`config.mk`:
```
export PLATFORM = sky130hd
export DESIGN_NAME = lsq_out_buf
export DESIGN_NICKNAME = d
export VERILOG_FILES = /design/src/design/lsq_pkg.sv /design/src/design/lsq_out_buf.sv
export VERILOG_INCLUDE_DIRS = /design/src /design/src/design
export SDC_FILE = /design/constraint.sdc
export NUM_CORES = 1
export LEC_CHECK = 0
export BUFFER_PORTS_ARGS = -buffer_cell sky130_fd_sc_hd__buf_2
export CAP_MARGIN = 40
export CORE_ASPECT_RATIO = 1.75
export CORE_UTILIZATION = 51
export CTS_CLUSTER_SIZE = 10
export DETAILED_ROUTE_END_ITERATION = 6
export PLACE_DENSITY = 0.78
export SLEW_MARGIN = 20
export SYNTH_ARGS = -nofsm -noshare
export SYNTH_HDL_FRONTEND = slang
export SYNTH_SLANG_ARGS = --single-unit
```
`constraint.sdc`:
```
create_clock -name clock -period 4.4 [get_ports clock]
set_clock_uncertainty 0.05 [all_clocks]
set_input_delay 0.22 -clock clock [delete_from_list [all_inputs] [get_ports clock]]
set_output_delay 0.22 -clock clock [all_outputs]
set_load 0.005 [all_outputs]
```
`src/design/largest_square_of_ones_defines.svh`:
```
// Assertion macros shared by the largest_square_of_ones RTL.
// Include by bare file name; every macro expects signals clock and reset in scope.
`ifndef LARGEST_SQUARE_OF_ONES_DEFINES_SVH
`define LARGEST_SQUARE_OF_ONES_DEFINES_SVH

// Same-cycle implication, disabled while reset is high
`define LSQ_ASSERT_NOW(label, ante, cons, msg) \
   label: assert property (@(posedge clock) disable iff (reset) (ante) |-> (cons)) \
      else $error(msg);

// Next-cycle implication, disabled while reset is high
`define LSQ_ASSERT_NEXT(label, ante, cons, msg) \
   label: assert property (@(posedge clock) disable iff (reset) (ante) |=> (cons)) \
      else $error(msg);

`endif

```
`src/design/lsq_pkg.sv`:
```
// Shared types and constants for the largest_square_of_ones block.
// No dependencies; imported by every module of the block.
`timescale 1ns / 1ps

package lsq_pkg;

   localparam int SIDE_W     = 11;
   localparam int AREA_W     = 21;
   localparam int WIDTH_W    = 11;
   localparam int REQ_DATA_W = 8;
   localparam int RSP_DATA_W = SIDE_W + AREA_W;

   localparam logic [WIDTH_W-1:0] WIDTH_RESET = 11'd1024;

   typedef logic [SIDE_W-1:0] side_type;
   typedef logic [AREA_W-1:0] area_type;

   // One result: area in the upper bits, side in the lower bits
   typedef struct packed {
      area_type area;
      side_type side;
   } result_type;

endpackage

```
`src/design/lsq_out_buf.sv`:
```
// Two-entry result buffer between the compute logic and the rsp channel.
// Depends on lsq_pkg for result_type and on the assertion macro header.
`timescale 1ns / 1ps
`include "largest_square_of_ones_defines.svh"

module lsq_out_buf
   import lsq_pkg::*;
(
   input  logic       clock,
   input  logic       reset,
   input  logic       in_valid,
   output logic       in_ready,
   input  result_type in_data,
   output logic       out_valid,
   input  logic       out_ready,
   output result_type out_data
);

   logic       head_valid_ff;
   logic       skid_valid_ff;
   result_type head_ff;
   result_type skid_ff;
   logic       head_free;

   assign in_ready  = !skid_valid_ff;
   assign head_free = !head_valid_ff || out_ready;

   // Valid flags: refill head from skid first, then from the new request
   always_ff @(posedge clock) begin
      if (reset) begin
         head_valid_ff <= 1'b0;
         skid_valid_ff <= 1'b0;
      end else if (head_free) begin
         head_valid_ff <= skid_valid_ff || in_valid;
         skid_valid_ff <= skid_valid_ff && in_valid;
      end else if (in_valid) begin
         skid_valid_ff <= 1'b1;
      end
   end

   // Payload moves; no reset needed
   always_ff @(posedge clock) begin
      if (head_free) begin
         if (skid_valid_ff) begin
            head_ff <= skid_ff;
            skid_ff <= in_data;
         end else begin
            head_ff <= in_data;
         end
      end else if (in_valid) begin
         skid_ff <= in_data;
      end
   end

   assign out_valid = head_valid_ff;
   assign out_data  = head_ff;

   `LSQ_ASSERT_NOW(a_skid_needs_head, skid_valid_ff, head_valid_ff, "skid holds data without head")
   `LSQ_ASSERT_NEXT(a_stall_keeps_head, head_valid_ff && !out_ready, head_valid_ff && $stable(head_ff), "stalled result lost")

endmodule

```
# After elaboration in Yosys (flattened, before gate mapping)
# Index checks and enable logic that the tools add are counted.
dict set report op_classes {
  n_mux 6
  reduce_logical 7
  eq_ne 1
}
# cell count
set op_table {}
lappend op_table {{two-way mux 32 bit} 4}
lappend op_table {{logical NOT 1 bit} 2}
lappend op_table {{logical OR 1 bit} 2}
lappend op_table {{two-way mux 1 bit} 2}
lappend op_table {{!= test 2 bit (second input constant)} 1}
lappend op_table {{AND reduction 2 bit} 1}
lappend op_table {{nonzero test 2 bit} 1}
lappend op_table {{logical AND 1 bit} 1}
dict set report totals {
  regBits 66
  elab_cells 20
  output_inout_bits 34
}

# Longest topological paths before layout
# Gate-level depths: netlist (run 1).
dict set report depth {
  depth_word 4
  mapped_depth 4
  ltp_nobuf 3
}

# Worst setup path before layout (run 1)
# OpenSTA, ideal clock, no wires.
dict set report synth_path {
  path_type {reg2reg}
  start {register skid_valid_ff}
  end {register skid_ff[0] (netlist bit), enable pin}
  arrival_time_ns 2.949
  stages_incl_launch_ff 5
  setup_time_ns 0.466
  synth_period_minus_slack_ns 3.464
  t_required_ns 3.884
  n_path_buf 2
  slack_ns 0.936
  path_cell_list {dfxtp_1 -> buf_6 -> buf_12 -> inv_1 -> o21ai_0}
}
dict set report synth_via {
  elab_chain_len 2
}
# item line
set synth_lines {}
lappend synth_lines {{start, declared} lsq_out_buf.sv:20} ;# logic skid_valid_ff;
lappend synth_lines {{start signal, assigned} lsq_out_buf.sv:35} ;# skid_valid_ff <= skid_valid_ff && in_valid;
lappend synth_lines {{!= test 2 bit (no source line)} -}
lappend synth_lines {{AND reduction 2 bit (no source line)} -}
lappend synth_lines {{end signal, assigned} lsq_out_buf.sv:46} ;# skid_ff <= in_data;
lappend synth_lines {{end signal, assigned} lsq_out_buf.sv:51} ;# skid_ff <= in_data;
lappend synth_lines {{end, declared} lsq_out_buf.sv:22} ;# result_type skid_ff;
# Every way passes these cells.
# A chain may end at the register's enable or synchronous reset.

# Worst setup path in the final report (run 1)
dict set report layout_path {
  start {register head_valid_ff (netlist: out_valid)}
  end {register skid_ff[26] (netlist bit), enable pin}
}
dict set report layout_via {
  elab_chain_len 4
  word_cells_on_any_way 5
  classes_between {eq/ne: 1; reduce/logical: 4}
}
# item line
set layout_lines {}
lappend layout_lines {{start, declared} lsq_out_buf.sv:19} ;# logic head_valid_ff;
lappend layout_lines {{start signal, assigned} lsq_out_buf.sv:34} ;# head_valid_ff <= skid_valid_ff || in_valid;
lappend layout_lines {{logical NOT 1 bit *} lsq_out_buf.sv:26} ;# assign head_free = !head_valid_ff || out_ready;
lappend layout_lines {{logical OR 1 bit *} lsq_out_buf.sv:26}
lappend layout_lines {{!= test 2 bit (no source line) or nonzero test 2 bit (tied branches)} -}
lappend layout_lines {{AND reduction 2 bit (no source line) *} -}
# Mark *: on every way between the ends. The rest lies on a longest branch, timed or not.

==> summary.md, run 1 <==
| Metric | Value |
|---|---|
| Status | completed |
| Cell Chain, Critical Path | nor2b_1 -> nand2_1 -> o21ai_4 -> buf_8 |
| Slowest cell delay on critical path | 380 ps |
| Hold Crit Endpoint | out_valid |
| Max Slew Vio Count | 0 |
| Antenna violations before repair | 0 |
| Fin crit share | 40.2% |
| Buffers on Ports | 69 |
| Antenna Cells | 0 |
| Synth Area in Simple Gates | 0.740% |
| Initial DRC count | 29 |
| Syn avg cell area | 22.8 um2 |
| Synthesized cell area | 2540 um2 |
| WP buf/inv | 1 |
| DRC | 0 |
| RSZ-0062 raised after global routing | no |
| #FFs+latches synth | 66 |
| Synth Net Count | 147 |
| HP Class | in2reg |
| CP startpoint kind | register |
| Total track usage | 16.8% |
| WP data required | 4370 ps |
| Adder-Cell Fraction of Synth Area | 0% |
| Final Hold Viols | 0 |
| Drt total wl | 4.05 mm |
| Layout cell share with drive strength beyond 1 | 60.8% |
| WS Path Type | reg2reg |
| Ys Warns | 0 |
| Worst-margin pin slew | 590 ps |
| GPL Wtd Cong | 0.671 |
| Largest net degree at the start of global routing | 35 |
| Compound-Gate Fraction of Synth Area | 0.592% |
| Cts hold-fix bufs | 0 |
| Endpoints failing setup | 0 |
| CP top delay family | simple AND/OR/NAND/NOR gates |
| Clock transition at the registers of the reported paths | 60 ps |
| Synth cell types | 13 |
| Max IR drop VDD | 0.000311 V |
| Crit path max fanout | 17 |
| Area delta synth->final | 22.0% |
| Io pins | 70 |
| Vias in the first global route | 1338 |
| First-pass GRT wire length | 6.46 mm |
| Antenna viol nets, final | 0 |
| Vias per cell | 5.12 |
| CTS tree | done |
| Post-synthesis mux area share | 18.2% |
| R2r startpoint | out_valid |
| Initial cell density of the core | 53.4% |
| Leakage | 1.24 nW |
| Setup TNS Final | 0 ps |
| Die height | 95.3 um |
| Max-Cap Viols | 0 |
| Std-Cell Rows | 33 |
| R2R Path End | skid_ff[26] |
| Hold path cells | 2 |
| H-tree depth | 3 |
| Gr ovfl total | 0 |
| Final Net Count | 226 |
| # Post-CTS Setup Buffers | 0 |
| Largest family of logic cells by synthesized area | multiplexers |
| CTS root buffer | clkbuf_8 |
| Slowest-stage cell, CP | nor2b_1 |
| Post-route minimum period | 1770 ps |
| Hold_sp | reset |
| Crit. End Element | register |
| Die Width | 55.3 um |
| Core area | 4750 um2 |
| Xor and xnor area share after synthesis | 0% |
| Gate Count Post-Synth | 111 |
| Vias | 1259 |
| F_max | 0.566 GHz |
| Maximum root-to-sink buffer count | 2 |
| Rel. slew slack | 60.7% |
| R2R depth | 4 |
| Fillers | 332 |
| Post-cts sizing count | 0 |
| Cts bufs inserted | 9 |
| Sequential area share after synthesis | 77.4% |
| Routed len/inst | 16.5 um |
| Drt first pass iters | 4 |
| Pwr Total | 1.30 mW |
| DP HPWL | 2.85 mm |
| Reg-to-reg setup timing slack | 2630 ps |
| P per Cell Area | 420 nW/um2 |
| Die area | 5270 um2 |
| Clock Latency Late Sink | 320 ps |
| Worst EP arrival | 1740 ps |
| Num Clock Sinks | 66 |
## cell usage after synthesis, drive strengths merged
cell type,count,area (um2)
a21oi,1,5.00
buf,4,71.3
dfxtp,2,40.0
edfxtp,64,1920
inv,2,7.51
mux2,32,462
nand2,1,3.75
nor2,1,3.75
nor2b,1,6.26
nor3,1,5.00
o21ai,2,10.0
## cell families after synthesis
logic type / after synthesis
AND/OR/NAND/NOR: 4
buffers and inverters: 6
multiplexers: 32
flip-flops: 66
AO/OA/AOI/OAI: 3
## report_power, final
| group | switching (mW) | leakage (nW) | total [mW] | internal (mW) |
|---|---|---|---|---|
| logic | 0.0449 | 0.507 | 0.101 | 0.0564 |
| registers | 0.00977 | 0.642 | 0.743 | 0.734 |
| clock network | 0.199 | 0.0906 | 0.454 | 0.255 |
## flip-flops by register name (all words and copies together) (netlist names)
name and flops:
out_data 32, skid_ff 32, skid_valid_ff 1, out_valid 1
## per-stage QoR
step	hold slack, ps	cells	worst slack, ps	utilization [%]	instance area [um2]
after floorplan	239	111	936	-	2540
after global placement	334	230	2770	61.1	2900
after detailed placement	360	231	2630	61.4	2920
after CTS	10.3	246	2620	65.1	3090
after global routing	10.4	246	2470	65.1	3090
final	30.0	246	2630	65.1	3090
## worst max-delay path by stage
stage	startpoint	to	slack [ps]	cells past startpoint
4_1_cts	out_valid	skid_ff[26]	2620	4
2_1_floorplan	skid_valid_ff	skid_ff[0]	940	4
5_1_grt	out_valid	skid_ff[23]	2470	4
3_5_place_dp	out_ready	skid_ff[22]	2630	5
3_3_place_gp	out_valid	skid_ff[10]	2770	2
6_report	out_valid	skid_ff[26]	2630	4
## routing by layer
metal	GRT usage, %	up-vias	wire length (um)
li1	-	590	-
met1	19.4	622	1600
met2	28.0	41	2220
met3	5.16	6	178
met4	8.75	0	59
met5	0	-	0
## layout make-up
class / instances / area [um2] / area share [%]
clock buffer: 11 / 131 / 4.25
clock inverter: 4 / 43.8 / 1.42
inverter: 2 / 7.51 / 0.243
multi-input combinational: 39 / 507 / 16.4
sequential: 66 / 1960 / 63.5
tap: 52 / 65.1 / 2.10
timing repair buffer: 72 / 375 / 12.1
## cell usage in the layout (no fill, tap or decap), drive strengths merged
cell type / count
mux2: 32
edfxtp: 64
bufinv: 1
nand2: 1
o21ai: 2
buf: 72
a21oi: 1
nor2b: 1
inv: 2
dfxtp: 2
nor2: 1
nor3: 1
clkinv: 3
clkbuf: 11
No activity file was read; power rests on OpenSTA's default activity.
==> inputs of run 2 (changes only) <==
CORE_UTILIZATION = 46   (was 51)
PLACE_DENSITY = 0.74   (was 0.78)
clock period = 1.5 ns   (was 4.4 ns; I/O delays follow)
==> run 2 against run 1 <==
Design area grew 15%. Clock power rose to 3.3 times the previous value. Final cell count increased by 24%. Fmax grew 29%. Register-to-register slack got worse by 2500 ps. Critical path depth is the same. Highest routed layer unchanged.
==> summary.md, run 2 (synthesized netlist as in run 1, its figures left out) <==
| Metric | Value |
|---|---|
| Io pins | 70 (unchanged) |
| Hold_ws | 64.8 ps (was 30.0 ps) |
| DP HPWL | 3.01 mm (was 2.85 mm) |
| Cts bufs inserted | 9 (unchanged) |
| Area delta synth->final | 40.2% (was 22.0%) |
| P per Cell Area | 1140 nW/um2 (was 420 nW/um2) |
| Final Hold Viols | 0 (unchanged) |
| Die Width | 58.1 um (was 55.3 um) |
| Antenna Cells | 0 (unchanged) |
| Pre-CTS setup slack | 134 ps (was 2630 ps) |
| Post-route minimum period | 1370 ps (was 1770 ps) |
| Final Net Count | 265 (was 226) |
| Max IR drop VDD | 0.000763 V (was 0.000311 V) |
| Crit path max fanout | 18 (was 17) |
| Initial DRC count | 35 (was 29) |
| Num Clock Sinks | 66 (unchanged) |
| Max-Cap Viols | 0 (unchanged) |
| Drt total wl | 4.32 mm (was 4.05 mm) |
| F_max | 0.731 GHz (was 0.566 GHz) |
| Antenna viol nets, final | 0 (unchanged) |
| Clock transition at the registers of the reported paths | 60 ps (about the same) |
| R2R Path End | skid_ff[25] (was skid_ff[26]) |
| Area of the multi-input gates | 507 um2 (unchanged) |
| Largest net degree at the start of global routing | 32 (was 35) |
| R2R depth | 4 (unchanged) |
| Pwr Total | 4.06 mW (was 1.30 mW) |
| RSZ-0062 raised after global routing | no (unchanged) |
| Post-cts sizing count | 0 (unchanged) |
| Std-Cell Rows | 35 (was 33) |
| CTS tree | done (unchanged) |
| Hold_sp | out_ready (was reset) |
| GPL Wtd Cong | 0.683 (was 0.671) |
| Die area | 5830 um2 (was 5270 um2) |
| Setup TNS Final | 0 ps (unchanged) |
| Die height | 100 um (was 95.3 um) |
| R2r startpoint | out_valid (unchanged) |
| Maximum root-to-sink buffer count | 2 (unchanged) |
| Layout cell share with drive strength beyond 1 | 53.4% (was 60.8%) |
| Clock Latency Late Sink | 320 ps (about the same) |
| WP data required | 1480 ps (was 4370 ps) |
| WS Path Type | reg2reg (unchanged) |
| CP startpoint kind | register (unchanged) |
| Worst EP arrival | 1350 ps (was 1740 ps) |
| Routed len/inst | 14.1 um (was 16.5 um) |
| Status | completed (unchanged) |
| First-pass GRT wire length | 6.93 mm (was 6.46 mm) |
| Leakage | 1.42 nW (was 1.24 nW) |
| Core area | 5300 um2 (was 4750 um2) |
| Fin crit share | 91.2% (was 40.2%) |
| Gr ovfl total | 0 (unchanged) |
| # Post-CTS Setup Buffers | 0 (unchanged) |
| Hold Crit Endpoint | skid_valid_ff (was out_valid) |
| CTS root buffer | clkbuf_8 (unchanged) |
| Most common cell after layout, fill and taps aside | buf_2 (unchanged) |
| Vias | 1380 (was 1259) |
| Antenna violations before repair | 0 (unchanged) |
| Reg-to-reg setup timing slack | 130 ps (was 2630 ps) |
| Non-Filler Instances | 306 (was 246) |
| Vias per cell | 4.51 (was 5.12) |
| Buffers on Ports | 69 (unchanged) |
| Hold path cells | 4 (was 2) |
| Worst-margin pin slew | 223 ps (was 590 ps) |
| Drt first pass iters | 4 (unchanged) |
| Max Slew Vio Count | 0 (unchanged) |
| Sequential Area | 1960 um2 (unchanged) |
| Final WS setup | 132 ps (was 2630 ps) |
| Endpoints failing setup | 0 (unchanged) |
| Most frequent cells in the layout | buf_2, edfxtp_1, dlygate4sd3_1 (was buf_2, edfxtp_1, mux2_4) |
| Vias in the first global route | 1462 (was 1338) |
| Crit. End Element | register (unchanged) |
| HP Class | in2reg (unchanged) |
| Fillers | 381 (was 332) |
| H-tree depth | 3 (unchanged) |
| Initial cell density of the core | 47.9% (was 53.4%) |
| Placed cells | 258 (was 231) |
| Rel. slew slack | 85.1% (was 60.7%) |
| Total track usage | 16.7% (was 16.8%) |
| DRC | 0 (unchanged) |
## run 2: worst max path at each step
| stage | startpoint | end | slack, ps |
|---|---|---|---|
| after global routing | out_valid | skid_ff[27] | 80 |
| after floorplan | skid_valid_ff | skid_ff[0] | -130 |
| after detailed placement | out_valid | skid_ff[12] | 130 |
| after CTS | out_valid | skid_ff[18] | 110 |
| final | out_valid | skid_ff[25] | 130 |
| after global placement | out_valid | skid_ff[19] | 210 |
## run 2: through the flow
stage	area, um2	utilization (%)
3_3_place_gp	3020	57.0
5_1_grt	3550	67.1
6_report	3550	67.1
3_5_place_dp	3020	57.0
4_1_cts	3550	67.1
2_1_floorplan	2550	-
## run 2: worst max-delay path, cell delays in order (launching register included)
cell and delay, ps:
dfxtp_1 320, nor2b_1 140, buf_4 150, o21ai_4 220
buf_12 190
## run 2: final cells by class
class | instances | share of cell area (%)
Tap cell | 74 | 2.60
Timing Repair Buffer | 111 | 22.0
Multi-Input combinational cell | 39 | 14.3
Clock buffer | 10 | 3.59
Sequential cell | 66 | 55.2
Inverter | 2 | 0.352
Clock inverter | 4 | 1.94
## run 2: timing repair
item                                    CTS  global route
endpoints found under the setup margin    0             0
hold buffers                             34             0
endpoints found under the hold margin    39             0
## run 2: routing by layer
layer | global-route usage (%) | part of all wire (%) | vias to the layer above
li1 | - | - | 667
met1 | 17.6 | 38 | 656
met2 | 29.4 | 56 | 49
met3 | 5.15 | 3.8 | 8
met4 | 8.42 | 2.0 | 0
met5 | 0 | 0 | -
## run 2: where the power goes
| part | internal (mW) | total [mW] | switching (mW) |
|---|---|---|---|
| combinational | 0.239 | 0.385 | 0.146 |
| clock | 0.909 | 1.50 | 0.590 |
| sequential | 2.15 | 2.18 | 0.0282 |
| total | 3.30 | 4.06 | 0.764 |
==> inputs of run 3 (changes only) <==
MAX_ROUTING_LAYER = met4   (was unset)
==> run 3 against run 2 <==
Routed wire length down 0.28%. Sequential cell count stayed put. Sequential share of layout area is the same. Hold slack got worse by 1.2 ps. Design area did not move. Clock power about the same. Largest cell class unchanged.
==> summary.md, run 3 (synthesized netlist as in run 1, its figures left out) <==
| Metric | Value |
|---|---|
| Final Hold Viols | 0 (unchanged) |
| H-tree depth | 3 (unchanged) |
| Area delta synth->final | 40.2% (unchanged) |
| Antenna violations before repair | 0 (unchanged) |
| DRC | 0 (unchanged) |
| WS Path Type | reg2reg (unchanged) |
| Post-route minimum period | 1370 ps (about the same) |
| Worst-margin pin slew | 221 ps (was 223 ps) |
| Crit. End Element | register (unchanged) |
| Io pins | 70 (unchanged) |
| Routed len/inst | 14.1 um (about the same) |
| Crit path max fanout | 18 (unchanged) |
| Vias per cell | 4.51 (about the same) |
| CTS root buffer | clkbuf_8 (unchanged) |
| GPL Wtd Cong | 0.690 (was 0.683) |
| Vias in the first global route | 1461 (was 1462) |
| GR peak layer | met2 (unchanged) |
| CP startpoint kind | register (unchanged) |
| Worst EP arrival | 1350 ps (about the same) |
| R2R Path End | skid_ff[25] (unchanged) |
| First-pass GRT wire length | 6.92 mm (was 6.93 mm) |
| Max IR drop VDD | 0.000763 V (about the same) |
| Pre-CTS setup slack | 134 ps (unchanged) |
| Num Clock Sinks | 66 (unchanged) |
| Hold path cells | 4 (unchanged) |
| Max Slew Vio Count | 0 (unchanged) |
| P per Cell Area | 1140 nW/um2 (about the same) |
| Placed cells | 258 (unchanged) |
| R2R depth | 4 (unchanged) |
| Die area | 5830 um2 (unchanged) |
| Hold_ws | 63.6 ps (was 64.8 ps) |
| GR Util met3 | 5.15% (unchanged) |
| Std-Cell Rows | 35 (unchanged) |
| Core area | 5300 um2 (unchanged) |
| Most common cell after layout, fill and taps aside | buf_2 (unchanged) |
| CTS tree | done (unchanged) |
| Vias | 1379 (was 1380) |
| Layout cell share with drive strength beyond 1 | 53.4% (unchanged) |
| R2r startpoint | out_valid (unchanged) |
| Die height | 100 um (unchanged) |
| Drt first pass iters | 4 (unchanged) |
| Fin crit share | 91.1% (was 91.2%) |
| Met2 usage | 29.4% (unchanged) |
| Clock transition at the registers of the reported paths | 60 ps (about the same) |
| Die Width | 58.1 um (unchanged) |
| Cts bufs inserted | 9 (unchanged) |
| Rel. slew slack | 85.3% (was 85.1%) |
| Leakage | 1.42 nW (unchanged) |
| Max-Cap Viols | 0 (unchanged) |
| HP Class | in2reg (unchanged) |
| Non-Filler Instances | 306 (unchanged) |
| Antenna viol nets, final | 0 (unchanged) |
| Reg-to-reg setup timing slack | 130 ps (about the same) |
| Buffers on Ports | 69 (unchanged) |
| Final Instance Area | 3550 um2 (unchanged) |
| RSZ-0062 raised after global routing | no (unchanged) |
| Initial cell density of the core | 47.9% (unchanged) |
| Status | completed (unchanged) |
| Met1 usage | 17.5% (was 17.6%) |
| Clock Latency Late Sink | 330 ps (was 320 ps) |
| Final Net Count | 265 (unchanged) |
| Hold_sp | out_ready (unchanged) |
| F_max | 0.732 GHz (was 0.731 GHz) |
| Post-cts sizing count | 0 (unchanged) |
| Maximum root-to-sink buffer count | 2 (unchanged) |
| Initial DRC count | 34 (was 35) |
| Final WS setup | 133 ps (was 132 ps) |
| Total track usage | 17.2% (was 16.7%) |
| DP HPWL | 3.01 mm (unchanged) |
| Largest net degree at the start of global routing | 32 (unchanged) |
| Cts hold-fix bufs | 34 (unchanged) |
| WP data required | 1480 ps (about the same) |
| Placed Area | 3020 um2 (unchanged) |
| # Post-CTS Setup Buffers | 0 (unchanged) |
| Antenna Cells | 0 (unchanged) |
| Endpoints failing setup | 0 (unchanged) |
| Drt total wl | 4.31 mm (was 4.32 mm) |
| Most frequent cells in the layout | buf_2, edfxtp_1, dlygate4sd3_1 (unchanged) |
| Gr ovfl total | 0 (unchanged) |
| Hold Crit Endpoint | skid_valid_ff (unchanged) |
run 3: cell counts in the layout (fill, tap and decap cells not counted):
No cell type changed its count.
run 3: layout make-up:
| cell class | count | area (um2) |
|---|---|---|
| Inverter | 2 | 12.5 |
| Tap cell | 74 | 92.6 |
| Multi-Input combinational cell | 39 | 507 |
| Fill cell | 381 | 1740 |
| Clock buffer | 10 | 128 |
| Sequential cell | 66 | 1960 |
| Clock inverter | 4 | 68.8 |
| Timing Repair Buffer | 111 | 783 |
run 3: worst max-delay path, cell delays in order (launching register included):
cell,delay (ps)
dfxtp_1,320
nor2b_1,140
buf_4,150
o21ai_4,220
buf_12,190
run 3: where the power goes:
group          internal [mW]  switching, mW  total [mW]  leakage [nW]
Combinational          0.239          0.146       0.384         0.683
Sequential              2.15         0.0282        2.18         0.642
Clock                  0.909          0.596        1.51        0.0996
run 3: metrics by stage:
stage	utilization [%]	TNS, ps	total power, mW
2_1_floorplan	-	-6910	2.37
3_3_place_gp	57.0	0	2.52
3_5_place_dp	57.0	0	2.54
4_1_cts	67.1	0	4.11
5_1_grt	67.1	0	4.23
6_report	67.1	0	4.07
run 3: worst max path at each step:
| stage | cells past startpoint | from | endpoint | slack, ps |
|---|---|---|---|---|
| 2_1_floorplan | 4 | skid_valid_ff | skid_ff[0] | -130 |
| 3_3_place_gp | 4 | out_valid | skid_ff[19] | 210 |
| 3_5_place_dp | 4 | out_valid | skid_ff[12] | 130 |
| 4_1_cts | 4 | out_valid | skid_ff[18] | 110 |
| 5_1_grt | 4 | out_valid | skid_ff[27] | 80 |
| 6_report | 4 | out_valid | skid_ff[25] | 130 |
run 3: per-layer routing:
| layer | vias up | wire (um) | part of all wire [%] |
|---|---|---|---|
| met5 | - | 0 | 0 |
| met3 | 8 | 171 | 4.0 |
| met2 | 48 | 2440 | 57 |
| met4 | 0 | 86 | 2.0 |
| met1 | 656 | 1610 | 37 |
| li1 | 667 | - | - |
